File: config.mk
export PLATFORM = sky130hd
export DESIGN_NAME = filled_circle_rect_rasterizer_unit
export DESIGN_NICKNAME = d
export VERILOG_FILES = /design/src/fcr_pkg.sv /design/src/fcr_isqrt.sv /design/src/filled_circle_rect_rasterizer_unit.sv
export SDC_FILE = /design/constraint.sdc
export NUM_CORES = 1
export LEC_CHECK = 0
export ABC_AREA = 1
export ABC_CLOCK_PERIOD_IN_PS = 12100
export BUFFER_PORTS_ARGS = -buffer_cell sky130_fd_sc_hd__buf_4
export CAP_MARGIN = 20
export CORE_MARGIN = 5
export CORE_UTILIZATION = 40
export CTS_CLUSTER_DIAMETER = 200
export DETAILED_ROUTE_END_ITERATION = 16
export PLACE_DENSITY = 0.56
export SLEW_MARGIN = 10
export SYNTH_ARGS = -nofsm -noshare
export SYNTH_HDL_FRONTEND = slang
export SYNTH_SLANG_ARGS = --single-unit
File: constraint.sdc
create_clock -name aclk -period 12.1 [get_ports aclk]
set_input_delay 2.42 -clock aclk [delete_from_list [all_inputs] [get_ports aclk]]
set_output_delay 2.42 -clock aclk [all_outputs]
set_load 0.03 [all_outputs]
File: src/fcr_pkg.sv
// Shared widths and constants for the filled circle rectangle rasterizer.
// No dependencies; imported by fcr_isqrt and the top level.
`default_nettype none

package fcr_pkg;

    localparam int RAD_W   = 6;   // radius and root width
    localparam int SQ_W    = 12;  // squared radius width
    localparam int BIT_W   = 3;   // root bit index width
    localparam int CX_W    = 10;  // center coordinate width
    localparam int COORD_W = 12;  // output coordinate width
    localparam int COLOR_W = 16;
    localparam int KPROD_W = 22;  // radius * 1/sqrt(2), a Q6.16 product of the Q0.16 constant

    localparam logic [KPROD_W-1:0] INV_SQRT2_Q16 = KPROD_W'(46341);

endpackage

`default_nettype wire

File: src/fcr_isqrt.sv
// Iterative integer square root, one result bit per cycle (floor).
// Depends on fcr_pkg.
`default_nettype none

module fcr_isqrt
    import fcr_pkg::*;
(
    input  wire logic            aclk,
    input  wire logic            aresetn,
    input  wire logic            start,
    input  wire logic [SQ_W-1:0] radicand,
    output logic                 done,
    output logic [RAD_W-1:0]     root
);

    logic              busy_reg;
    logic              done_reg;
    logic [BIT_W-1:0]  bit_reg;
    logic [RAD_W-1:0]  root_reg;
    logic [SQ_W-1:0]   rad_reg;
    logic [RAD_W-1:0]  trial;
    logic [SQ_W-1:0]   trial_sq;

    // shared trial multiply: try setting the current bit
    assign trial    = root_reg | (RAD_W'(1) << bit_reg);
    assign trial_sq = SQ_W'(trial) * SQ_W'(trial);

    always_ff @(posedge aclk) begin
        if (!aresetn) begin
            busy_reg <= 1'b0;
            done_reg <= 1'b0;
        end else begin
            if (start) begin
                busy_reg <= 1'b1;
                done_reg <= 1'b0;
                bit_reg  <= BIT_W'(RAD_W - 1);
                root_reg <= '0;
                rad_reg  <= radicand;
            end else if (busy_reg) begin
                if (trial_sq <= rad_reg) begin
                    root_reg <= trial;
                end
                if (bit_reg == '0) begin
                    busy_reg <= 1'b0;
                    done_reg <= 1'b1;
                end else begin
                    done_reg <= 1'b0;
                    bit_reg  <= bit_reg - BIT_W'(1);
                end
            end else begin
                done_reg <= 1'b0;
            end
        end
    end

    assign done = done_reg;
    assign root = root_reg;

endmodule

`default_nettype wire

File: src/filled_circle_rect_rasterizer_unit.sv
// Filled circle rasterizer: one circle command in, a run of filled rectangles out.
// Depends on fcr_pkg and fcr_isqrt.
//
//  channel | ports               | tdata fields, lowest bit up
//  --------+---------------------+----------------------------------------------
//  input   | s_tvalid/tready     | center_x[9:0] center_y[19:10] radius[25:20]
//          |                     | fill_color[41:26], zero pad [47:42]
//  output  | m_tvalid/tready     | rect_left[11:0] rect_top[23:12]
//          | m_tlast = last_rect | rect_right[35:24] rect_bottom[47:36] rect_color[63:48]
//
// Sequence: load, setup and the center square, then per one-pixel span a square, the
//   6-step shared isqrt unit and an emit; 1 + 4*(r-k) transfers per command.
//   The isqrt unit sets the rate.
// One command at a time: s_tready is high only while the sequencer is idle.
// Output stalls hold the sequencer in its emit states; the output register lets the
//   next command be accepted while the final rectangle still waits.
// Reset (aresetn low, synchronous) clears the sequencer and m_tvalid.
`default_nettype none

module filled_circle_rect_rasterizer_unit
    import fcr_pkg::*;
#(
    parameter int MAX_RADIUS = 48,
    parameter int COORD_MAX  = 1023
) (
    input  wire logic        aclk,
    input  wire logic        aresetn,
    input  wire logic        s_tvalid,
    output logic             s_tready,
    // center_x[9:0], center_y[19:10], radius[25:20], fill_color[41:26], zero [47:42]
    input  wire logic [47:0] s_tdata,
    output logic             m_tvalid,
    input  wire logic        m_tready,
    // rect_left[11:0], rect_top[23:12], rect_right[35:24], rect_bottom[47:36],
    // rect_color[63:48]
    output logic [63:0]      m_tdata,
    output logic             m_tlast
);

    typedef enum logic [2:0] {
        ST_IDLE,
        ST_SETUP,
        ST_SQUARE,
        ST_DSQ,
        ST_ROOT_GO,
        ST_ROOT_WAIT,
        ST_EMIT
    } state_t;

    // band order: left columns, top rows, right columns, bottom rows
    localparam logic [1:0] BAND_LEFT   = 2'd0;
    localparam logic [1:0] BAND_TOP    = 2'd1;
    localparam logic [1:0] BAND_RIGHT  = 2'd2;
    localparam logic [1:0] BAND_BOTTOM = 2'd3;

    localparam logic [RAD_W-1:0] RMAX = RAD_W'(MAX_RADIUS);
    localparam logic [15:0]      CMAX = 16'(COORD_MAX);

    state_t               state_reg;
    logic [CX_W-1:0]      cx_reg, cy_reg;
    logic [RAD_W-1:0]     r_reg, k_reg, mag_reg, h_reg;
    logic [SQ_W-1:0]      rsq_reg, dsq_reg;
    logic [COLOR_W-1:0]   color_reg;
    logic [1:0]           band_reg;
    logic                 m_valid_reg, m_last_reg;
    logic [63:0]          m_data_reg;

    // input field unpack and saturation
    logic [CX_W-1:0]      in_cx, in_cy, sat_cx, sat_cy;
    logic [RAD_W-1:0]     in_r, sat_r;
    logic [COLOR_W-1:0]   in_color;

    assign in_cx    = s_tdata[9:0];
    assign in_cy    = s_tdata[19:10];
    assign in_r     = s_tdata[25:20];
    assign in_color = s_tdata[41:26];
    assign sat_cx   = ({6'b0, in_cx} > CMAX) ? CMAX[CX_W-1:0] : in_cx;
    assign sat_cy   = ({6'b0, in_cy} > CMAX) ? CMAX[CX_W-1:0] : in_cy;
    assign sat_r    = (in_r > RMAX) ? RMAX : in_r;

    // setup arithmetic: k = floor(r / sqrt 2), r squared; also the span offset squared
    logic [KPROD_W-1:0]   kprod;
    logic [SQ_W-1:0]      r_sq, mag_sq;

    assign kprod  = KPROD_W'(r_reg) * INV_SQRT2_Q16;
    assign r_sq   = SQ_W'(r_reg) * SQ_W'(r_reg);
    assign mag_sq = SQ_W'(mag_reg) * SQ_W'(mag_reg);

    // shared isqrt unit
    logic                 root_start, root_done;
    logic [SQ_W-1:0]      radicand;
    logic [RAD_W-1:0]     root;

    assign root_start = (state_reg == ST_ROOT_GO);
    assign radicand   = rsq_reg - dsq_reg;

    fcr_isqrt u_isqrt (
        .aclk     (aclk),
        .aresetn  (aresetn),
        .start    (root_start),
        .radicand (radicand),
        .done     (root_done),
        .root     (root)
    );

    // rectangle geometry in 12-bit two's complement
    logic [COORD_W-1:0]   cxs, cys, ks, ms, hs;
    logic [COORD_W-1:0]   sq_l, sq_t, sq_r, sq_b;
    logic [COORD_W-1:0]   sp_l, sp_t, sp_r, sp_b;
    logic [RAD_W-1:0]     k_plus1;
    logic                 out_free, out_load, band_end, span_last;

    assign cxs = COORD_W'(cx_reg);
    assign cys = COORD_W'(cy_reg);
    assign ks  = COORD_W'(k_reg);
    assign ms  = COORD_W'(mag_reg);
    assign hs  = COORD_W'(h_reg);

    // center square, left and top edges clamped at 0
    assign sq_l = (cx_reg < CX_W'(k_reg)) ? '0 : cxs - ks;
    assign sq_t = (cy_reg < CX_W'(k_reg)) ? '0 : cys - ks;
    assign sq_r = cxs + ks;
    assign sq_b = cys + ks;

    always_comb begin
        case (band_reg)
            BAND_LEFT: begin
                sp_l = cxs - ms; sp_r = cxs - ms; sp_t = cys - hs; sp_b = cys + hs;
            end
            BAND_TOP: begin
                sp_l = cxs - hs; sp_r = cxs + hs; sp_t = cys - ms; sp_b = cys - ms;
            end
            BAND_RIGHT: begin
                sp_l = cxs + ms; sp_r = cxs + ms; sp_t = cys - hs; sp_b = cys + hs;
            end
            default: begin
                sp_l = cxs - hs; sp_r = cxs + hs; sp_t = cys + ms; sp_b = cys + ms;
            end
        endcase
    end

    assign k_plus1   = k_reg + RAD_W'(1);
    assign out_free  = !m_valid_reg || m_tready;
    // a new rectangle enters the output register this cycle
    assign out_load  = out_free && (state_reg == ST_SQUARE || state_reg == ST_EMIT);
    // left/top walk the offset down from r, right/bottom walk it up to r
    assign band_end  = band_reg[1] ? (mag_reg == r_reg) : (mag_reg == k_plus1);
    assign span_last = (band_reg == BAND_BOTTOM) && band_end;

    always_ff @(posedge aclk) begin
        if (!aresetn) begin
            state_reg   <= ST_IDLE;
            m_valid_reg <= 1'b0;
        end else begin
            if (m_valid_reg && m_tready && !out_load) begin
                m_valid_reg <= 1'b0;
            end
            case (state_reg)
                ST_IDLE: begin
                    if (s_tvalid) begin
                        cx_reg    <= sat_cx;
                        cy_reg    <= sat_cy;
                        r_reg     <= sat_r;
                        color_reg <= in_color;
                        state_reg <= ST_SETUP;
                    end
                end
                ST_SETUP: begin
                    k_reg     <= kprod[KPROD_W-1:KPROD_W-RAD_W];
                    rsq_reg   <= r_sq;
                    state_reg <= ST_SQUARE;
                end
                ST_SQUARE: begin
                    if (out_free) begin
                        m_valid_reg <= 1'b1;
                        m_last_reg  <= (r_reg == '0);
                        m_data_reg  <= {color_reg, sq_b, sq_r, sq_t, sq_l};
                        band_reg    <= BAND_LEFT;
                        mag_reg     <= r_reg;
                        state_reg   <= (r_reg == '0) ? ST_IDLE : ST_DSQ;
                    end
                end
                ST_DSQ: begin
                    dsq_reg   <= mag_sq;
                    state_reg <= ST_ROOT_GO;
                end
                ST_ROOT_GO: begin
                    state_reg <= ST_ROOT_WAIT;
                end
                ST_ROOT_WAIT: begin
                    if (root_done) begin
                        h_reg     <= root;
                        state_reg <= ST_EMIT;
                    end
                end
                ST_EMIT: begin
                    if (out_free) begin
                        m_valid_reg <= 1'b1;
                        m_last_reg  <= span_last;
                        m_data_reg  <= {color_reg, sp_b, sp_r, sp_t, sp_l};
                        if (span_last) begin
                            state_reg <= ST_IDLE;
                        end else begin
                            state_reg <= ST_DSQ;
                            if (band_end) begin
                                band_reg <= band_reg + 2'd1;
                                mag_reg  <= (band_reg == BAND_LEFT) ? r_reg : k_plus1;
                            end else if (band_reg[1]) begin
                                mag_reg <= mag_reg + RAD_W'(1);
                            end else begin
                                mag_reg <= mag_reg - RAD_W'(1);
                            end
                        end
                    end
                end
                default: begin
                    state_reg <= ST_IDLE;
                end
            endcase
        end
    end

    assign s_tready = (state_reg == ST_IDLE);
    assign m_tvalid = m_valid_reg;
    assign m_tdata  = m_data_reg;
    assign m_tlast  = m_last_reg;

`ifndef SYNTHESIS
    // span offsets stay strictly outside the square and within the radius
    a_mag_range: assert property (@(posedge aclk) disable iff (!aresetn)
        (state_reg == ST_DSQ || state_reg == ST_EMIT) |->
        (mag_reg > k_reg && mag_reg <= r_reg))
        else $error("span offset out of band range");

    // the root is the floor square root of r^2 - d^2
    a_root_floor: assert property (@(posedge aclk) disable iff (!aresetn)
        (state_reg == ST_EMIT) |->
        ((SQ_W'(h_reg) * SQ_W'(h_reg) <= radicand) &&
         ((SQ_W + 1)'(h_reg + RAD_W'(1)) * (SQ_W + 1)'(h_reg + RAD_W'(1))
          > (SQ_W + 1)'(radicand))))
        else $error("span half-length is not the floor root");

    // the root unit only finishes while the sequencer waits for it
    a_root_done: assert property (@(posedge aclk) disable iff (!aresetn)
        root_done |-> (state_reg == ST_ROOT_WAIT))
        else $error("isqrt finished outside its wait state");

    // a last rectangle loaded into the output always returns the sequencer to idle
    a_last_idle: assert property (@(posedge aclk) disable iff (!aresetn)
        (out_free && ((state_reg == ST_EMIT && span_last) ||
                      (state_reg == ST_SQUARE && r_reg == '0)))
        |=> (m_tlast && m_tvalid && state_reg == ST_IDLE))
        else $error("last rectangle without return to idle");
`endif

endmodule

`default_nettype wire

### Yosys cells after proc, flatten, opt, wreduce, memory -nomap -nowiden

Cells that the tools add are included.

| word-level totals | value |
|---|---|
| register bits | 178 |
| bits of input ports | 52 |
| output and inout bits | 67 |

| operators by class | value |
|---|---|
| add/sub/neg operators | 18 |
| multiply operators | 4 |
| order comparisons | 4 |
| equality and inequality tests | 18 |
| shift operators | 1 |
| muxes and demuxes | 43 |
| bitwise operators | 3 |
| reductions and logical operators | 29 |

Operators with widths:

| operator | number |
|---|---|
| 64-bit 2-to-1 mux | 2 |
| 64-bit one-hot mux with 2 select lines | 1 |
| 12-bit one-hot mux with 2 select lines | 4 |
| 10-bit by 6-bit adder with 11-bit output | 6 |
| 10-bit by 6-bit subtractor with 11-bit output | 6 |
| 6-bit 2-to-1 mux | 8 |
| 6-bit by 6-bit multiplier with 12-bit output | 3 |
| 12-bit 2-to-1 mux | 2 |
| 6-bit by 16-bit multiplier with 22-bit output, second input constant | 1 |
| 3-bit one-hot mux with 7 select lines | 1 |
| 10-bit by 6-bit < comparator with 1-bit output | 2 |
| 3-bit 2-to-1 mux | 6 |
| 6-bit by 1-bit adder with 6-bit output, second input constant | 2 |
| 6-bit equality test | 2 |
| 12-bit <= comparator | 1 |
| 2-bit 2-to-1 mux | 6 |
| 2-bit inequality test, second input constant | 6 |
| 6-bit one-hot mux with 2 select lines | 1 |
| 3-bit AND reduction | 4 |
| 12-bit subtractor | 1 |
| 1-bit 2-to-1 mux | 10 |
| 3-bit equality test, second input constant | 3 |
| 4-bit AND reduction | 2 |
| 3-bit by 2-bit equality test with 1-bit output, second input constant | 2 |
| 25 further kinds | 38 |

### Logic depth before layout (Yosys ltp)

| logic depth | value |
|---|---|
| word-level depth | 8 |
| depth in mapped cells | 31 |
| mapped depth without buffers | 31 |

### By module

A second synthesis with hierarchy kept.

| unflattened totals | value |
|---|---|
| cell total of the unflattened synthesis | 1785 |
| area, all modules | 14904.3 µm² |

Modules (own cells, without submodules):

| module | instances | cells an instance | area each (µm²) | seq. area each (µm²) |
|---|---|---|---|---|
| filled_circle_rect_rasterizer_unit | 1 | 1563 | 12976.2 | 4554.4 |
| fcr_isqrt | 1 | 222 | 1928.1 | 670.6 |

### Least setup slack after synthesis

OpenSTA, ideal clock, no wires.

| path | value |
|---|---|
| path type | input-to-reg |
| start point | in aresetn |
| end point | reg mag_reg[0] (enable) |
| library setup time | 329 ps |
| data arrival time | 7657 ps |
| data required time | 11771 ps |
| slack | 4113 ps |
| cell stages on the path | 4 |
| path buffers | 0 |
| cell sequence | clkinv_1 -> nor3_1 -> nand2_2 -> inv_1 |

| between the ends | value |
|---|---|
| cells in the longest elaborated chain, start to end | 1 |

Ends and longest elaborated chain:

| item | line | RTL |
|---|---|---|
| from (decl) | filled_circle_rect_rasterizer_unit.sv:27 | `input wire logic aresetn,` |
| 5-bit AND reduction (no source line) | - |  |
| to (signal assigned) | filled_circle_rect_rasterizer_unit.sv:179 | `mag_reg <= r_reg;` |
| to (signal assigned) | filled_circle_rect_rasterizer_unit.sv:207 | `mag_reg <= (band_reg == BAND_LEFT) ? r_reg : k_plus1;` |
| to (signal assigned) | filled_circle_rect_rasterizer_unit.sv:209 | `mag_reg <= mag_reg + RAD_W'(1);` |
| to (decl) | filled_circle_rect_rasterizer_unit.sv:61 | `logic [RAD_W-1:0] r_reg, k_reg, mag_reg, h_reg;` |

No other way between the ends.
A chain may end at the register's enable or synchronous reset.

### Worst setup path in the final report

| path | value |
|---|---|
| start point | reg u_isqrt.bit_reg[0] |
| end point | reg u_isqrt.root_reg[1] (netlist: u_isqrt.root[1]) (enable) |

| between the ends | value |
|---|---|
| cells in the longest elaborated chain, start to end | 6 |

Ends and longest elaborated chain:

| item | line | RTL |
|---|---|---|
| from (decl) | fcr_isqrt.sv:18 | `logic [BIT_W-1:0] bit_reg;` |
| from (signal assigned) | fcr_isqrt.sv:36 | `bit_reg <= BIT_W'(RAD_W - 1);` |
| from (signal assigned) | fcr_isqrt.sv:48 | `bit_reg <= bit_reg - BIT_W'(1);` |
| 1-bit by 3-bit left shift with 6-bit output | fcr_isqrt.sv:25 | `assign trial = root_reg \| (RAD_W'(1) << bit_reg);` |
| 6-bit bitwise OR | fcr_isqrt.sv:25 |  |
| 6-bit by 6-bit multiplier with 12-bit output | fcr_isqrt.sv:26 | `assign trial_sq = SQ_W'(trial) * SQ_W'(trial);` |
| 12-bit <= comparator | fcr_isqrt.sv:40 | `if (trial_sq <= rad_reg) begin` |
| 2-bit nonzero test (no source line) | - |  |
| 3-bit AND reduction (no source line) | - |  |
| to (signal assigned) | fcr_isqrt.sv:41 | `root_reg <= trial;` |
| to (decl) | fcr_isqrt.sv:19 | `logic [RAD_W-1:0] root_reg;` |

No other way between the ends.

==> impl_metrics.csv <==
group,metric,value,unit
min_path,hold_start,"color_reg[1]",
worst_setup_path,cp-start-kind,"register",
layout,largest_reg_flops,64,
layout,n_antenna_cell,0,
floorplan,row_count,70,
min_path,hold_path.class,"register to register",
clock_tree,cts_tree,"yes",
timing,finalSetupTns,0,ns
routing,drtIter0Drc,785,
global_routing,grt_max_degree,47,
timing,hold_viol_final,0,
layout,nets,2135,
power,power.leakage,0.00797,µW
run,drv_cap,0,
synthesis,yosysWarnings,0,
clock_tree,cts_hold_buf,0,
clock_tree,numCtsBuffers,17,
place,io_buffers,112,
worst_setup_path,cp.arrival,6.31,ns
routing,via_per_inst,5.11,
timing,finClkSkew,0.00878,ns
floorplan,fp.dieH,202,µm
layout,layout-drive-gt1-share,11.0,%
clock_tree,cts.sinks,176,
synthesis,synthTopCellsByCount,"nand2_1, inv_1, ha_1, edfxtp_1, nand3_1",
worst_setup_path,worstSetupEndpointType,"register",
power,power,1890,µW
timing,rsz0062_at_grt,"false",
worst_setup_path,max_stage_delay,0.54,ns
place,gp_congestion,0.910,
timing,worstMarginPinSlew,1.02,ns
synthesis,postSynthAreaPerCell,8.45,µm²
synthesis,synth_flop_cell,"edfxtp_1",
routing,wl,38400,µm
floorplan,die_w,202,µm
min_path,hold_path_depth,0,
global_routing,grt_use_total,19.0,%
clock_tree,clk_pin_slew,0.07,ns
timing,final-max-slew-violation-count,0,
clock_tree,h-tree-depth,4,
floorplan,start_util,40.5,%
timing,fmax,0.161,GHz
power,p_per_area,113,nW/µm²
timing,slew_headroom,32.1,%
worst_setup_path,worst-path-stages,30,
worst_setup_path,crit_top_cell,"inv_1",
synthesis,yosys.area.top_type,"edfxtp_1",
routing,avgRoutedWirePerCell,16.5,µm
worst_setup_path,critPathTopFamily,"adder cells",
synthesis,synthArstFlopShare,0,%
synthesis,synth_edf_count,170,
place,hpwl,30600,µm
floorplan,io_pins,119,
layout,area_growth,12.5,%
synthesis,ys_seq_area_share,35.3,%
synthesis,synth_area,14800,µm²
synthesis,yosys.cell_types.count,57,
clock_tree,clk_path_buf_depth,2,
clock_tree,clk_latency,0.44,ns
synthesis,syn_nets,2035,
global_routing,grt_pass1_wl,62000,µm
routing,postRouteAntennaNets,0,
worst_setup_path,cp_max_fo,7,
worst_setup_path,crit_slowest_cell,"fa_1",
global_routing,antenna_found_initial,0,
synthesis,syn_inst,1750,
worst_setup_path,r2r-start,"u_isqrt.bit_reg[0]",
routing,drt_first_pass_iters,7,
worst_setup_path,path_class,"register to register",
worst_setup_path,reg2reg_setup_slack,5.88,ns
worst_setup_path,reg2regPathDepth,30,
worst_setup_path,r2r-end,"u_isqrt.root[1]",
routing,drc,0,
floorplan,die_area,40900,µm²
clock_tree,cts_resized,0,
global_routing,overflow,0,
timing,post-route-period-util,51.4,%
synthesis,yosysMostFrequentCell,"nand2_1",
clock_tree,cts-root-buf,"clkbuf_16",
synthesis,yosys_register_bits,176,
worst_setup_path,cp.required,12.18,ns
timing,finalSetupViolCount,0,
clock_tree,postCtsSetupBuffers,0,
synthesis,synth_area_leaders,"edfxtp_1, ha_1, nand2_1, inv_1, fa_1",
worst_setup_path,path_buf_inv,6,
routing,vias,11900,
synthesis,yosysTopAreaCellShare,34.5,%
outcome,status,"complete, no violations",
timing,min_period,6.22,ns
global_routing,grt_pass1_vias,11500,
floorplan,core,36500,µm²
power,vdd_ir_drop_max,0.0000905,V
min_path,hold_end,"m_tdata[49]",
## cell type report
class / instances / area, µm²
inverters: 297 / 1120
flip-flops and latches: 176 / 5230
well taps: 468 / 586
clock inverters: 12 / 90.1
clock buffers: 20 / 437
repair buffers: 118 / 886
fillers: 3623 / 19900
multi-input cells: 1240 / 8300
## power by group
part           internal [µW]  total (µW)  leakage [µW]  switching (µW)
sequential               731         771       0.00160            40.1
clock                    263         504      0.000251             241
combinational            234         613       0.00612             379
total                   1230        1890       0.00797             660
## cells in the final DEF (no fill, tap or decap), drive strengths merged, types with 4 or more instances in the layout
cell type,n
a211oi,6
a21o,6
a21oi,111
a31oi,4
buf,118
clkbuf,20
clkinv,11
dfxtp,6
edfxtp,170
fa,45
ha,188
inv,295
nand2,381
nand3,135
nand3b,5
nand4,20
nor2,111
nor3,14
o211ai,10
o21ai,99
o221ai,5
o22ai,6
or2,6
xnor2,20
xor2,49
## cell families (layout without fill, tap and decap cells)
family / Yosys count / in the layout / synth area share [%]
buf+inv: 334 / 447 / 8.74
flops: 176 / 176 / 35.3
simple gates: 676 / 676 / 19.8
xor+xnor: 69 / 69 / 4.08
compound gates: 262 / 262 / 10.1
fa+ha+maj: 233 / 233 / 22.0
## how the worst max path moves through the flow
stage,start,to,slack [ns]
final,u_isqrt.bit_reg[0],u_isqrt.root[1],5.88
after detailed placement,u_isqrt.bit_reg[0],u_isqrt.root[2],5.95
after floorplan,aresetn,mag_reg[0],4.11
after CTS,u_isqrt.bit_reg[0],u_isqrt.root[1],5.90
after global placement,u_isqrt.bit_reg[0],u_isqrt.root[2],6.00
after global routing,u_isqrt.bit_reg[0],u_isqrt.root[1],5.34
## stage by stage
stage	cell area, µm²	instances	util [%]	hold WS [ns]	setup WS, ns
after CTS	16600	2331	45.6	0.420	5.90
after detailed placement	16100	2299	44.1	0.405	5.95
after floorplan	14800	1750	-	0.400	4.11
final	16600	2331	45.6	0.419	5.88
after global routing	16600	2331	45.6	0.423	5.34
after global placement	16100	2299	44.1	0.401	6.00
## per-layer routing
metal  GRT usage (%)  part of all wire [%]  vias up
met5               0                     0        -
met3            3.06                   4.6       54
met1            24.9                    45     5531
met2            31.5                    47      319
li1                -                     -     5998
met4            7.83                   3.6        0
(Power assumes the default switching activity.)
